$ cat src/rtl/sitd_pkg.sv
// Package for the signed integer to padded decimal text converter.
// Holds the shared constants, the character codes and the queue entry type.
// No dependencies.
`default_nettype none

package sitd_pkg;

   localparam int VALUE_W          = 32;
   localparam int MIN_WIDTH_W      = 6;
   localparam int CHAR_W           = 8;
   localparam int DIGIT_DEPTH      = 10;
   localparam int DIGIT_W          = 4;
   localparam int COUNT_W          = 4;
   localparam int MAX_CHARS_DEFAULT = 32;
   localparam int QUEUE_DEPTH      = 2;

   localparam logic [MIN_WIDTH_W-1:0] MIN_WIDTH_RESET = 6'd3;
   localparam logic [VALUE_W-1:0]     RECIP_TEN       = 32'hCCCC_CCCD;
   localparam int                     RECIP_SHIFT     = 35;

   localparam logic [CHAR_W-1:0] CHAR_ZERO  = 8'h30;
   localparam logic [CHAR_W-1:0] CHAR_MINUS = 8'h2D;
   localparam logic [CHAR_W-1:0] CHAR_NINE  = 8'h39;

   typedef struct packed {
      logic                                   neg;
      logic [COUNT_W-1:0]                     count;
      logic [DIGIT_DEPTH-1:0][DIGIT_W-1:0]    digits;
   } sitd_entry_type;

endpackage

`default_nettype wire

$ cat src/rtl/sitd_queue.sv
// Short queue of digit entries between the front and the back part.
// Depends on sitd_pkg.
`default_nettype none

module sitd_queue (
   input  wire logic                       clock,
   input  wire logic                       reset,
   input  wire logic                       wr_en,
   input  sitd_pkg::sitd_entry_type        wr_data,
   output logic                            q_full,
   input  wire logic                       rd_en,
   output logic                            rd_valid,
   output sitd_pkg::sitd_entry_type        rd_data
);

   localparam int QPW = (sitd_pkg::QUEUE_DEPTH > 1) ? $clog2(sitd_pkg::QUEUE_DEPTH) : 1;
   localparam int FCW = $clog2(sitd_pkg::QUEUE_DEPTH + 1);
   localparam logic [QPW-1:0] LAST_SLOT = QPW'(sitd_pkg::QUEUE_DEPTH - 1);
   localparam logic [FCW-1:0] FULL_FILL = FCW'(sitd_pkg::QUEUE_DEPTH);

   sitd_pkg::sitd_entry_type slot_ff [sitd_pkg::QUEUE_DEPTH];

   logic [QPW-1:0] wr_ptr_ff, wr_ptr_in;
   logic [QPW-1:0] rd_ptr_ff, rd_ptr_in;
   logic [FCW-1:0] fill_ff, fill_in;
   logic           do_wr, do_rd;

   assign q_full   = (fill_ff == FULL_FILL);
   assign rd_valid = (fill_ff != '0);
   assign rd_data  = slot_ff[rd_ptr_ff];
   assign do_wr    = wr_en && !q_full;
   assign do_rd    = rd_en && rd_valid;

   always_comb begin
      wr_ptr_in = wr_ptr_ff;
      rd_ptr_in = rd_ptr_ff;
      fill_in   = fill_ff;
      if (do_wr) begin
         wr_ptr_in = (wr_ptr_ff == LAST_SLOT) ? '0 : wr_ptr_ff + 1'b1;
      end
      if (do_rd) begin
         rd_ptr_in = (rd_ptr_ff == LAST_SLOT) ? '0 : rd_ptr_ff + 1'b1;
      end
      if (do_wr && !do_rd) begin
         fill_in = fill_ff + 1'b1;
      end else if (do_rd && !do_wr) begin
         fill_in = fill_ff - 1'b1;
      end
   end

   always_ff @(posedge clock) begin
      if (reset) begin
         wr_ptr_ff <= '0;
         rd_ptr_ff <= '0;
         fill_ff   <= '0;
      end else begin
         wr_ptr_ff <= wr_ptr_in;
         rd_ptr_ff <= rd_ptr_in;
         fill_ff   <= fill_in;
      end
   end

   always_ff @(posedge clock) begin
      if (do_wr) begin
         slot_ff[wr_ptr_ff] <= wr_data;
      end
   end

endmodule

`default_nettype wire

$ cat config.mk
export PLATFORM = sky130hd
export DESIGN_NAME = sitd_queue
export DESIGN_NICKNAME = d
export VERILOG_FILES = /design/src/rtl/sitd_pkg.sv /design/src/rtl/sitd_queue.sv
export SDC_FILE = /design/constraint.sdc
export NUM_CORES = 1
export LEC_CHECK = 0
export ABC_CLOCK_PERIOD_IN_PS = 3200
export BUFFER_PORTS_ARGS = -buffer_cell sky130_fd_sc_hd__buf_4
export CAP_MARGIN = 30
export CORE_MARGIN = 8
export CORE_UTILIZATION = 55
export DETAILED_ROUTE_END_ITERATION = 8
export PLACE_DENSITY = 0.83
export SYNTH_ARGS = -nofsm -noshare
export SYNTH_HDL_FRONTEND = slang
export SYNTH_SLANG_ARGS = --single-unit
$ cat constraint.sdc
create_clock -name clock -period 3.2 [get_ports clock]
set_input_delay 0.16 -clock clock [delete_from_list [all_inputs] [get_ports clock]]
set_output_delay 0.16 -clock clock [all_outputs]
set_load 0.1 [all_outputs]
# --- Word-level counts from Yosys, hierarchy flattened ---
# Memories as Yosys holds them, arrays and structs flattened. A register that Yosys moved wholly into a read port is not among the register bits.
# Index checks and enable logic that the tools add are counted.
# Widths: inputs -> output; s select.
classes:
  add_sub_neg: 4
  eq_ne: 1
  mux: 8
  reduce_logical: 9
ops:
  columns: ["operator", "n"]
  rows:
  - ["$mux 1", 6]
  - ["$logic_and 1x1->1", 4]
  - ["$mux 2", 2]
  - ["$reduce_bool 2->1", 2]
  - ["$logic_not 1->1", 3]
  - ["$add 1x1->1 const B", 2]
  - ["$add 2x1->2 const B", 1]
  - ["$eq 2x2->1 const B", 1]
  - ["$sub 2x1->2 const B", 1]
totals:
  register_bits: 4
  ram_bits: 90
  output_inout_bits: 47
  elab_cells: 26
  memories: 1
memory_table:
  columns: ["memory", "words", "width", "read_ports", "rd_ports_with_merged_regs", "write_ports", "line_no", "source"]
  rows:
  - ["slot_ff", 2, 45, 1, 1, 1, "sitd_queue.sv:21", "sitd_pkg::sitd_entry_type slot_ff [sitd_pkg::QUEUE_DEPTH];"]

# --- Longest topological paths before layout ---
depth:
  depth_word: 7
  ltp_mapped: 6
  mapped_depth_nobuf: 6

# --- Least setup slack after synthesis ---
# OpenSTA, ideal clock, no wires.
synth_timing:
  path_type: "register to register"
  startpoint: "reg fill_ff[1]"
  endpoint: "mem slot_ff[1][0] in the netlist's numbering (enable)"
  arrival_time_ns: 2.010
  setup_slack_ns: 0.727
  path_stages_with_launch: 4
  n_path_buf: 0
  cell_sequence: "dfxtp_1 -> nor2b_2 -> nor2_1 -> and2_1"
synth_via:
  elab_chain_cells: 5
synth_rtl:
  columns: ["element", "line_no", "source"]
  rows:
  - ["from (decl)", "sitd_queue.sv:25", "logic [FCW-1:0] fill_ff, fill_in;"]
  - ["from (signal assigned)", "sitd_queue.sv:59", "fill_ff <= fill_in;"]
  - ["$eq 2x2->1", "sitd_queue.sv:28", "assign q_full = (fill_ff == FULL_FILL);"]
  - ["via q_full", "sitd_queue.sv:10", "output logic q_full,"]
  - ["$logic_not 1->1", "sitd_queue.sv:31", "assign do_wr = wr_en && !q_full;"]
  - ["$logic_and 1x1->1", "sitd_queue.sv:31", null]
  - ["$mux 1", "sitd_queue.sv:64", "if (do_wr) begin"]
  - ["$mux 1 (implied by the code)", "sitd_queue.sv:65", "slot_ff[wr_ptr_ff] <= wr_data;"]
  - ["to (decl)", "sitd_queue.sv:21", null]
# The timed path passes the listed nets, and every way through them passes these cells.

==> results_dict.tcl <==
set metrics [dict create \
    path_max_fanout 18 \
    dr.pass1.iters 4 \
    combPwrFrac 0.491 \
    gp_congestion 0.7236 \
    coreArea_sq_um 6205 \
    grt_pass1_vias 2231 \
    layout-drive-gt1-share 0.5125 \
    drt_iter0_drc 97 \
    std_cell_rows 29 \
    fin_skew_ns 0.004410 \
    relSlewSlack 0.3575 \
    crit_type "flop to output pin" \
    vias 1976 \
    yosysTopAreaCell "edfxtp_1" \
    port_buffers 95 \
    ys.flop_type "edfxtp_1" \
    synthCells 165 \
    grt_max_degree 46 \
    ys_top_cells_by_area "edfxtp_1 (78%), mux2_2 (15%), dfxtp_1 (2.9%)" \
    antenna_found_initial 0 \
    grt.total_usage 0.1625 \
    synth.most_common_cell "edfxtp_1" \
    syn_to_final_growth_pct 42.76 \
    cp_data_required_time_ns 3.04 \
    numClockSinks 95 \
    drcViolationCount 0 \
    htreeDepth 3 \
    clk_pin_slew_ns 0.09 \
    arrival_ns 1.84 \
    cts_setup_buffers 0 \
    start_util 0.5584 \
    synth_area_sq_um 3465 \
    tns_ns 0 \
    synth_edf_count 90 \
    pwr-share-clk 0.173 \
    diodes 0 \
    async_flop_share 0 \
    switchingPower_mw 2.292 \
    fillers 332 \
    p_int_mw 2.570 \
    powerDensity_nw_per_um2 983.0 \
    postCtsHoldBufs 46 \
    synth_common_cells "edfxtp_1 (90), mux2_2 (45), dfxtp_1 (5)" \
    p_seq_frac 0.337 \
    drv_slew 0 \
    leakagePower_nw 1.878 \
    fp.dieH_microns 95.37 \
    grt_overflow_total 0 \
    avgSynthCellArea_sq_um 21.00 \
    routed_via_density 4.977 \
    die_area_sq_um 9094 \
    fmax_mhz 499.6 \
    io_pins 96 \
    reg2reg_slack_ns 1.23 \
    die_w_microns 95.37 \
    final_cell_area_sq_um 4946 \
    tightestPinTransition_ns 0.9623 \
    period_minus_slack_ns 2.002 \
    drv_cap 0 \
    dp_hpwl_mm 4.415 \
    seq_area_sq_um 2804 \
    routed_wl_mm 7.166 \
    min_period_over_period 0.6255 \
    placed_cell_area_sq_um 4264 \
    hp-class "input port to flop" \
    cts.repair.resized 0 \
    clock_latency_ns 0.34 \
    r2r_start "fill_ff[0]" \
    switching_share 0.4715 \
    nets 365 \
    clk_path_buf_depth 2 \
    irDropWorstVdd_mv 0.7749 \
    synthesis.nets 215 \
    cts_tree "yes" \
    synth-seq-cells 95 \
    multiInputGateArea_sq_um 620.6 \
    r2r_cells 3 \
    grt_pass1_wl_mm 10.83 \
    end_kind "output pin" \
    hold_viol_final 0 \
    outcome "finished clean" \
    yosys_warnings 0 \
    synth_top_area_frac 0.7801 \
    wl_per_cell_microns 18.05 \
    rsz0062_at_grt "false" \
    setup_viol 0 \
    numCtsBuffers 9 \
    r2r-end "slot_ff[0][27]" \
    clock-root-buffer "clkbuf_8" \
    ys_seq_area_frac 0.8090 \
    critPathCapture "rd_data[35]" \
    critPathLaunchType "flop" \
    ys_types 15 \
    ant_nets 0 \
]
cell type report:
cell class | instances | area share
inverter | 2 | 0.001518
timing repair buffer | 144 | 0.2418
sequential | 95 | 0.5669
clock buffer | 9 | 0.02504
clock inverter | 7 | 0.01973
tap | 77 | 0.01948
multi-input combinational | 63 | 0.1255
registers in the layout (all words and copies together), names as in the netlist, named ones only:
| register | cells |
|---|---|
| wr_ptr_ff | 1 |
| fill_ff | 2 |
| slot_ff | 90 |
| rd_ptr_ff | 1 |
power groups by stage:
stage / combinational (mW) / sequential (mW) / clock, mW
2_1_floorplan: 1.92 / 1.63 / 0
3_3_place_gp: 2.33 / 1.65 / 0
3_5_place_dp: 2.34 / 1.67 / 0
4_1_cts: 2.39 / 1.64 / 0.854
5_1_grt: 2.46 / 1.65 / 0.905
6_report: 2.39 / 1.64 / 0.840
routing by layer:
metal  GRT usage  part of all wire  up-vias
met3     0.02913             0.038       14
met1      0.1491              0.34      965
met4     0.09493             0.022        0
met5           0                 0        -
li1            -                 -      943
met2      0.3216              0.60       54
cell families (layout without fill, tap and decap cells):
family | Yosys count | count (layout) | synth area share
xor gates and xnor gates | 3 | 3 | 0.007585
adders and majority gates | 1 | 1 | 0.003611
AOI/OAI and AO/OA | 5 | 5 | 0.007222
and+or+nand+nor | 9 | 9 | 0.01409
DFF | 95 | 95 | 0.8090
muxes | 45 | 45 | 0.1463
buffers and inverters | 7 | 162 | 0.01228
through the flow:
stage | power (mW) | instances | setup slack [ns] | hold WS, ns | util
CTS | 4.884 | 397 | 1.158 | 0.1754 | 0.7971
global placement | 3.985 | 335 | 1.258 | 0.3457 | 0.6872
global route | 5.012 | 397 | 1.090 | 0.2740 | 0.7971
floorplan | 3.550 | 165 | 0.7269 | 0.2291 | -
finish | 4.862 | 397 | 1.198 | 0.2630 | 0.7971
detailed placement | 4.011 | 335 | 1.199 | 0.3486 | 0.6872
worst max-delay path, stage by stage, from the launching register on:
cell     delay, ns
dfxtp_2       0.54
buf_4         0.33
mux2_2        0.38
buf_4         0.24
worst min path at each step:
stage / startpoint / endpoint / slack [ns] / depth (start not counted)
finish: wr_en / wr_ptr_ff / 0.26 / 4
global route: wr_en / wr_ptr_ff / 0.27 / 4
CTS: wr_en / wr_ptr_ff / 0.18 / 4
detailed placement: wr_data[43] / slot_ff[0][43] / 0.35 / 1
global placement: wr_data[18] / slot_ff[0][18] / 0.35 / 1
floorplan: reset / fill_ff[1] / 0.23 / 1
placed cells by master (no fill, tap or decap), types with 2 or more instances in the layout:
| cell type | count |
|---|---|
| mux2_2 | 45 |
| or3_1 | 2 |
| buf_4 | 98 |
| clkinv_4 | 2 |
| clkbuf_8 | 9 |
| dlygate4sd3_1 | 46 |
| nor2_1 | 4 |
| a21oi_1 | 2 |
| edfxtp_1 | 90 |
| xor2_1 | 3 |
| o21ai_0 | 3 |
| bufinv_16 | 2 |
| dfxtp_1 | 4 |
| clkinvlp_4 | 2 |
Power figures use the tool's default switching activity.
