==> src/rtl/sitd_pkg.sv <==
// Package for the signed integer to padded decimal text converter.
// Holds the shared constants, the character codes and the queue entry type.
// No dependencies.
`default_nettype none

package sitd_pkg;

   localparam int VALUE_W          = 32;
   localparam int MIN_WIDTH_W      = 6;
   localparam int CHAR_W           = 8;
   localparam int DIGIT_DEPTH      = 10;
   localparam int DIGIT_W          = 4;
   localparam int COUNT_W          = 4;
   localparam int MAX_CHARS_DEFAULT = 32;
   localparam int QUEUE_DEPTH      = 2;

   localparam logic [MIN_WIDTH_W-1:0] MIN_WIDTH_RESET = 6'd3;
   localparam logic [VALUE_W-1:0]     RECIP_TEN       = 32'hCCCC_CCCD;
   localparam int                     RECIP_SHIFT     = 35;

   localparam logic [CHAR_W-1:0] CHAR_ZERO  = 8'h30;
   localparam logic [CHAR_W-1:0] CHAR_MINUS = 8'h2D;
   localparam logic [CHAR_W-1:0] CHAR_NINE  = 8'h39;

   typedef struct packed {
      logic                                   neg;
      logic [COUNT_W-1:0]                     count;
      logic [DIGIT_DEPTH-1:0][DIGIT_W-1:0]    digits;
   } sitd_entry_type;

endpackage

`default_nettype wire

==> src/rtl/sitd_back.sv <==
// Back part: takes a digit entry, works out sign and padding against the
// minimum width and, while the output register is not stalled, emits one character per cycle into it.
// Depends on sitd_pkg.
`default_nettype none

module sitd_back #(
   parameter int MAX_CHARS = sitd_pkg::MAX_CHARS_DEFAULT
) (
   input  wire logic                              clock,
   input  wire logic                              reset,
   input  wire logic [sitd_pkg::MIN_WIDTH_W-1:0]  min_width,
   input  wire logic                              q_valid,
   input  sitd_pkg::sitd_entry_type               q_data,
   output logic                                   q_pop,
   output logic                                   empty,
   input  wire logic                              pop,
   output logic [sitd_pkg::CHAR_W-1:0]            rsp_character,
   output logic                                   rsp_last
);

   localparam int PW = $clog2(MAX_CHARS + 1);
   localparam int CW = (PW > sitd_pkg::MIN_WIDTH_W) ? PW : sitd_pkg::MIN_WIDTH_W;

   sitd_pkg::sitd_entry_type cur_ff;
   logic [PW-1:0]            total_ff, total_in;
   logic [PW-1:0]            lead_ff, lead_in;
   logic [PW-1:0]            pos_ff, pos_in;
   logic                     busy_ff, busy_in;
   logic                     out_valid_ff, out_valid_in;
   logic [sitd_pkg::CHAR_W-1:0] char_ff;
   logic                     last_ff;

   logic [CW-1:0]            width_ext;
   logic [CW-1:0]            limit_cw;
   logic [PW-1:0]            limit;
   logic [PW-1:0]            text_len;
   logic                     advance;
   logic                     last_char;
   logic                     load;
   logic [PW-1:0]            idx;
   logic [sitd_pkg::DIGIT_W-1:0] idx4;
   logic [sitd_pkg::DIGIT_W-1:0] digit;
   logic [sitd_pkg::CHAR_W-1:0]  char_next;

   always_comb begin
      width_ext = CW'(min_width);
      limit_cw  = (width_ext > CW'(MAX_CHARS)) ? CW'(MAX_CHARS) : width_ext;
      limit     = limit_cw[PW-1:0];
      text_len  = PW'(q_data.count) + PW'(q_data.neg);
      total_in  = (limit > text_len) ? limit : text_len;
      lead_in   = total_in - PW'(q_data.count);
   end

   assign advance   = !out_valid_ff || pop;
   assign last_char = (pos_ff == total_ff - 1'b1);
   assign load      = q_valid && (!busy_ff || (advance && last_char));
   assign q_pop     = load;

   always_comb begin
      idx   = total_ff - 1'b1 - pos_ff;
      idx4  = idx[sitd_pkg::DIGIT_W-1:0];
      digit = (idx4 < sitd_pkg::DIGIT_W'(sitd_pkg::DIGIT_DEPTH)) ? cur_ff.digits[idx4] : '0;
      if (cur_ff.neg && (pos_ff == '0)) begin
         char_next = sitd_pkg::CHAR_MINUS;
      end else if (pos_ff < lead_ff) begin
         char_next = sitd_pkg::CHAR_ZERO;
      end else begin
         char_next = sitd_pkg::CHAR_ZERO + sitd_pkg::CHAR_W'(digit);
      end
   end

   always_comb begin
      busy_in = busy_ff;
      pos_in  = pos_ff;
      if (load) begin
         busy_in = 1'b1;
         pos_in  = '0;
      end else if (busy_ff && advance) begin
         pos_in = pos_ff + 1'b1;
         if (last_char) begin
            busy_in = 1'b0;
         end
      end
      out_valid_in = out_valid_ff;
      if (busy_ff && advance) begin
         out_valid_in = 1'b1;
      end else if (pop && out_valid_ff) begin
         out_valid_in = 1'b0;
      end
   end

   always_ff @(posedge clock) begin
      if (reset) begin
         busy_ff      <= 1'b0;
         pos_ff       <= '0;
         out_valid_ff <= 1'b0;
      end else begin
         busy_ff      <= busy_in;
         pos_ff       <= pos_in;
         out_valid_ff <= out_valid_in;
      end
   end

   always_ff @(posedge clock) begin
      if (load) begin
         cur_ff   <= q_data;
         total_ff <= total_in;
         lead_ff  <= lead_in;
      end
      if (busy_ff && advance) begin
         char_ff <= char_next;
         last_ff <= last_char;
      end
   end

   assign empty         = !out_valid_ff;
   assign rsp_character = char_ff;
   assign rsp_last      = last_ff;

endmodule

`default_nettype wire

==> config.mk <==
export PLATFORM = sky130hd
export DESIGN_NAME = sitd_back
export DESIGN_NICKNAME = d
export VERILOG_FILES = /design/src/rtl/sitd_pkg.sv /design/src/rtl/sitd_back.sv
export SDC_FILE = /design/constraint.sdc
export NUM_CORES = 1
export LEC_CHECK = 0
export BUFFER_PORTS_ARGS = -buffer_cell sky130_fd_sc_hd__buf_2
export CAP_MARGIN = 20
export CORE_ASPECT_RATIO = 2
export CORE_MARGIN = 2
export CORE_UTILIZATION = 52
export CTS_CLUSTER_DIAMETER = 50
export DETAILED_ROUTE_END_ITERATION = 10
export PLACE_DENSITY = 0.76
export SLEW_MARGIN = 10
export SYNTH_ARGS = -nofsm -noshare
export SYNTH_HDL_FRONTEND = slang
export SYNTH_SLANG_ARGS = --single-unit
export TNS_END_PERCENT = 50
==> constraint.sdc <==
create_clock -name clock -period 5.6 [get_ports clock]
set_clock_uncertainty 0.15 [all_clocks]
set_input_delay 1.12 -clock clock [delete_from_list [all_inputs] [get_ports clock]]
set_output_delay 1.12 -clock clock [all_outputs]
set_load 0.01 [all_outputs]
Yosys cells after proc, flatten, opt, wreduce, memory -nomap -nowiden. Index checks and enable logic that the tools add are counted.

Add/sub/neg operators: 6. $lt $le $gt $ge: 5. Equal/unequal tests: 1. Muxes and demuxes: 11. Reduce and logical (&&, ||, !) cells: 16.

Operator list (number): 4-bit binary-select mux with 4-bit select (1); 6-bit two-way mux (2); 4-bit two-way mux (2); 6-bit by 4-bit adder with 7-bit output, first input constant (1); 6-bit by 1-bit adder with 6-bit output, second input constant (1); 6-bit == test (1); 6-bit by 5-bit > comparator with 1-bit output (1); 6-bit > comparator, second input constant (1); 6-bit logical NOT (1); 6-bit < comparator (1); 2-bit nonzero test (3); 6-bit by 1-bit subtractor with 6-bit output, second input constant (1); 6-bit by 4-bit subtractor with 6-bit output (1); 4-bit by 1-bit adder with 5-bit output (1); 1-bit logical AND (5); 4-bit by 5-bit < comparator with 1-bit output, second input constant (1); 1-bit two-way mux (5); 5-bit two-way mux (1); 4-bit < comparator, second input constant (1); 2-bit OR reduction (2); 4-bit subtractor (1); 1-bit logical NOT (2); 1-bit logical OR (2); 2-bit AND reduction (1).

Register bits after elaboration: 69. Input port bits: 55. Output and inout bits: 11. Word-level logic and storage cells: 58.

Depth between registers and ports, before layout.
Depth after elaboration: 7. Depth in mapped cells: 14. Mapped depth without buffers: 14.

Worst setup path after synthesis. Ideal clock, no wire load.

Kind: input -> register. From: input port q_data[40] in the netlist's numbering. To: register lead_ff[5], data pin. Setup time: 260 ps. Data arrival time: 3867 ps. Required time: 5190 ps. Slack: 1323 ps. Cell stages on the path: 14. Buffers on the path: 0. Path through: ha_1 -> ha_1 -> xnor2_1 -> ha_1 -> and4b_1 -> and3_1 -> a31oi_4 -> nand2_1 -> o21ai_0 -> ha_1 -> a21o_1 -> a21oi_1 -> o221ai_1 -> mux2_2.

Cells in the longest elaborated chain, start to end: 4.

Ends and longest elaborated chain: from (decl) (RTL line sitd_back.sv:13) `input sitd_pkg::sitd_entry_type q_data,`; 4-bit by 1-bit adder with 5-bit output (*) (RTL line sitd_back.sv:49) `text_len = PW'(q_data.count) + PW'(q_data.neg);`; 6-bit by 5-bit > comparator with 1-bit output (RTL line sitd_back.sv:50) `total_in = (limit > text_len) ? limit : text_len;`; 6-bit two-way mux (*) (RTL line sitd_back.sv:50); net total_in[1] (RTL line sitd_back.sv:25) `logic [PW-1:0] total_ff, total_in;`; 6-bit by 4-bit subtractor with 6-bit output (*) (RTL line sitd_back.sv:51) `lead_in = total_in - PW'(q_data.count);`; net lead_in[5] (RTL line sitd_back.sv:26) `logic [PW-1:0] lead_ff, lead_in;`; to (signal assigned) (RTL line sitd_back.sv:108) `lead_ff <= lead_in;`; to (decl) (RTL line sitd_back.sv:26).

Mark *: on every way through the listed nets, which the timed path passes. The rest lies on a longest branch. A chain may end at the register's enable or synchronous reset.

Worst setup path in the final report. Ends and elaborated chain as after synthesis.

==> run_results.csv <==
group,metric,value,unit
run_status,status,"complete, no violations",
global_route,grt_pass1_vias,2204,
floorplan,num_rows,42,
critical_path,cp.arrival,4250,ps
cells_and_area,fin_nets,396,
flow_run,maxCapViolCount,0,
routing,drt-total-wl,5.91,mm
cells_and_area,drive_gt1_share,30.1,%
cells_and_area,fin_area,0.00409,sq mm
timing,fmax,0.231,GHz
critical_path,timing.rr.end,"rsp_character[3]",
critical_path,timing.critical_path.mode_cell,"ha_1",
cts,cts_hold_buf,0,
global_route,grt_use_total,18.0,%
placement,io_buffers,62,
critical_path,r2r_slack,2110,ps
cells_and_area,multi_input_area,0.00134,sq mm
logic_synthesis,synth-simple-area-share,7.78,%
logic_synthesis,synth_top_family_by_area,"compound AO/OA/AOI/OAI gates",
logic_synthesis,synth_compound_area_share,9.41,%
critical_path,endpoint,"lead_ff[5]",
timing,tightest_slew,673,ps
routing,drt-vias-per-instance,5.32,
logic_synthesis,synthDistinctLibCells,52,
timing,setup_violations,0,
critical_path,slowest_stage,"o21ai_0",
floorplan,die_y,119,microns
critical_path,critPathKind,"in -> reg",
floorplan,die_w,61.5,microns
critical_path,crit_chain,"buf_2, ha_1, ha_1, inv_1, ha_1, nor2b_1, o21ai_0, a31oi_4, o21ai_0, ha_1, a21o_1, a21oi_1, o221ai_1, mux2_2",
floorplan,io-pin-count,66,
cells_and_area,regArea,0.00193,sq mm
cells_and_area,final_common_cell,"buf_2",
critical_path,crit_path_start_kind,"primary input",
placement,gp_congestion,0.821,
logic_synthesis,synth-edff-count,59,
cells_and_area,antennaDiodeCount,0,
critical_path,crit_required,5520,ps
cts,cts_sinks,67,
critical_path,crit_family,"compound AO/OA/AOI/OAI gates",
logic_synthesis,synth_flop_cell,"edfxtp_1",
power_and_ir_drop,p_leak,0.00170,uW
timing,slew_viol_final,0,
routing,dr.pass1.iters,4,
critical_path,crit_fanout,10,
cts,root_buffer,"clkbuf_16",
routing,vias,2183,
critical_path,r2r_cells,8,
power_and_ir_drop,cellPowerDensity,333,mW/mm^2
min_path,hp-class,"reg -> reg",
logic_synthesis,synthArstFlopShare,0,%
cells_and_area,fill_cells,528,
cells_and_area,stdcell_count,410,
cts,cts_buffers,9,
logic_synthesis,synthCells,254,
global_route,grt_antenna_before_repair,0,
routing,drt_iter0_drc,130,
logic_synthesis,synth_mux_area_share,7.67,%
critical_path,worst-path-buf-inv,2,
critical_path,max_stage_delay,410,ps
cts,clock_path_buffers,2,
cells_and_area,layout_common_cells,"buf_2, edfxtp_1, inv_1, ha_1",
timing,relSlewSlack,55.1,%
cts,ctsResizeCount,0,
routing,wire_per_inst,14.4,microns
timing,fin_tns_setup,0,ps
timing,hold_slack,342,ps
timing,fin_crit_sh,77.3,%
critical_path,crit_path_end_kind,"flip-flop",
cts,htree_levels,3,
logic_synthesis,synth_fa_ha_area_share,9.16,%
global_route,grt_pass1_wl,9.72,mm
critical_path,critPathLaunch,"q_data[40]",
placement,dp_hpwl,4.50,mm
global_route,overflow,0,
floorplan,start_util,52.8,%
timing,hold_viol,0,
cts,clkLatencyLatePin,320,ps
placement,place_inst,394,
timing,rsz0062_at_grt,"no",
logic_synthesis,syn_area_per_cell,13.6,sq um
logic_synthesis,yosysWarningCount,0,
cells_and_area,area_growth,18.8,%
logic_synthesis,ys_ff_latch,67,
timing,min_period,4330,ps
logic_synthesis,synthXorXnorAreaFrac,4.54,%
global_route,grt_max_degree,54,
critical_path,reg2reg_from,"total_ff[0]",
cts,cts_setup_buffers,0,
logic_synthesis,netlist_area,0.00344,sq mm
routing,drc,0,
floorplan,die-area,0.00733,sq mm
cts,clk_pin_slew,50,ps
logic_synthesis,ys_seq_area_share,56.1,%
placement,dpl-instance-area,0.00380,sq mm
critical_path,cp.depth,14,
cts,cts_tree,"yes",
floorplan,core_area,0.00652,sq mm
power_and_ir_drop,ir_worst_vdd,0.246,mV
routing,ant_nets,0,
registers in the layout, indices dropped and copies added, names as in the netlist:
name / cells
pos_ff: 6
out_valid_ff: 1
rsp_character: 5
total_ff: 6
busy_ff: 1
rsp_last: 1
lead_ff: 6
cur_ff: 41
cells in the mapped netlist, types with 2 or more instances:
cell	instances	area, sq um
o21ai_0	4	20.0
a31oi_1	3	18.8
a311oi_1	6	52.6
dfxtp_1	8	160
nand2b_1	3	18.8
mux2_2	5	56.3
inv_1	27	101
nand3_1	5	25.0
a21oi_1	7	35.0
buf_2	2	10.0
nand2_1	5	18.8
fa_1	2	40.0
xnor2_1	9	78.8
and3_1	4	25.0
mux2i_1	2	20.0
conb_1	2	7.51
xor2_1	7	61.3
ha_1	22	275
edfxtp_1	59	1770
a2111oi_2	2	30.0
nor2_1	9	33.8
mux4_1	2	52.6
nor2b_1	8	50.1
clkbuf_1	5	18.8
mux4_2	6	135
a2111oi_0	3	26.3
and2_1	3	18.8
a21o_1	5	37.5
buf_4	4	30.0
a221oi_1	3	26.3
cell families after synthesis:
group / count (synthesis)
xor+xnor: 17
other cells: 2
buf+inv: 40
mux: 15
flops: 67
simple gates: 48
fa+ha+maj: 24
compound gates: 41
per-stage QoR:
| step | utilization (%) | total power, uW | setup slack, ps |
|---|---|---|---|
| detailed placement | 58.4 | 852 | 955 |
| CTS | 62.7 | 1370 | 1290 |
| finish | 62.7 | 1360 | 1270 |
| global route | 62.7 | 1420 | 1090 |
| floorplan | - | 791 | 1320 |
| global placement | 58.4 | 843 | 1020 |
report_power, final:
group	internal [uW]	leakage, uW	switching (uW)
registers	592	0.000628	12.3
clock network	337	0.000138	183
logic	112	0.000930	126
layout make-up:
| class | count | share of cell area (%) |
|---|---|---|
| Sequential cell | 67 | 47.3 |
| Clock inverter | 7 | 1.44 |
| Multi-Input combinational cell | 148 | 32.8 |
| Clock buffer | 9 | 5.51 |
| Inverter | 28 | 2.57 |
| Timing Repair Buffer | 63 | 7.77 |
| Tap cell | 88 | 2.69 |
worst register-to-register path, delay by kind of cell (launching register included):
kind | cells | cell delay [ps]
DFF | 1 | 420
and+or+nand+nor | 1 | 170
muxes | 1 | 580
buffers and inverters | 1 | 70
xor gates and xnor gates | 1 | 560
adders and majority gates | 2 | 780
AOI/OAI and AO/OA | 2 | 500
metal layers:
| layer | part of all wire [%] | up-vias | GRT usage, % |
|---|---|---|---|
| met1 | 39 | 1029 | 21.7 |
| met2 | 52 | 80 | 28.9 |
| met3 | 5.8 | 11 | 4.99 |
| met4 | 2.6 | 0 | 8.38 |
| met5 | 0 | - | 0 |
| li1 | - | 1063 | - |
worst min path at each step:
| stage | startpoint | endpoint | slack, ps | depth (start not counted) |
|---|---|---|---|---|
| after global placement | busy_ff | out_valid_ff | 340 | 2 |
| after floorplan | busy_ff | out_valid_ff | 300 | 2 |
| after detailed placement | busy_ff | out_valid_ff | 340 | 2 |
| after global routing | busy_ff | out_valid_ff | 380 | 2 |
| final | busy_ff | out_valid_ff | 340 | 2 |
| after CTS | busy_ff | out_valid_ff | 350 | 2 |
Note: power is estimated with default switching activity, not from simulation.
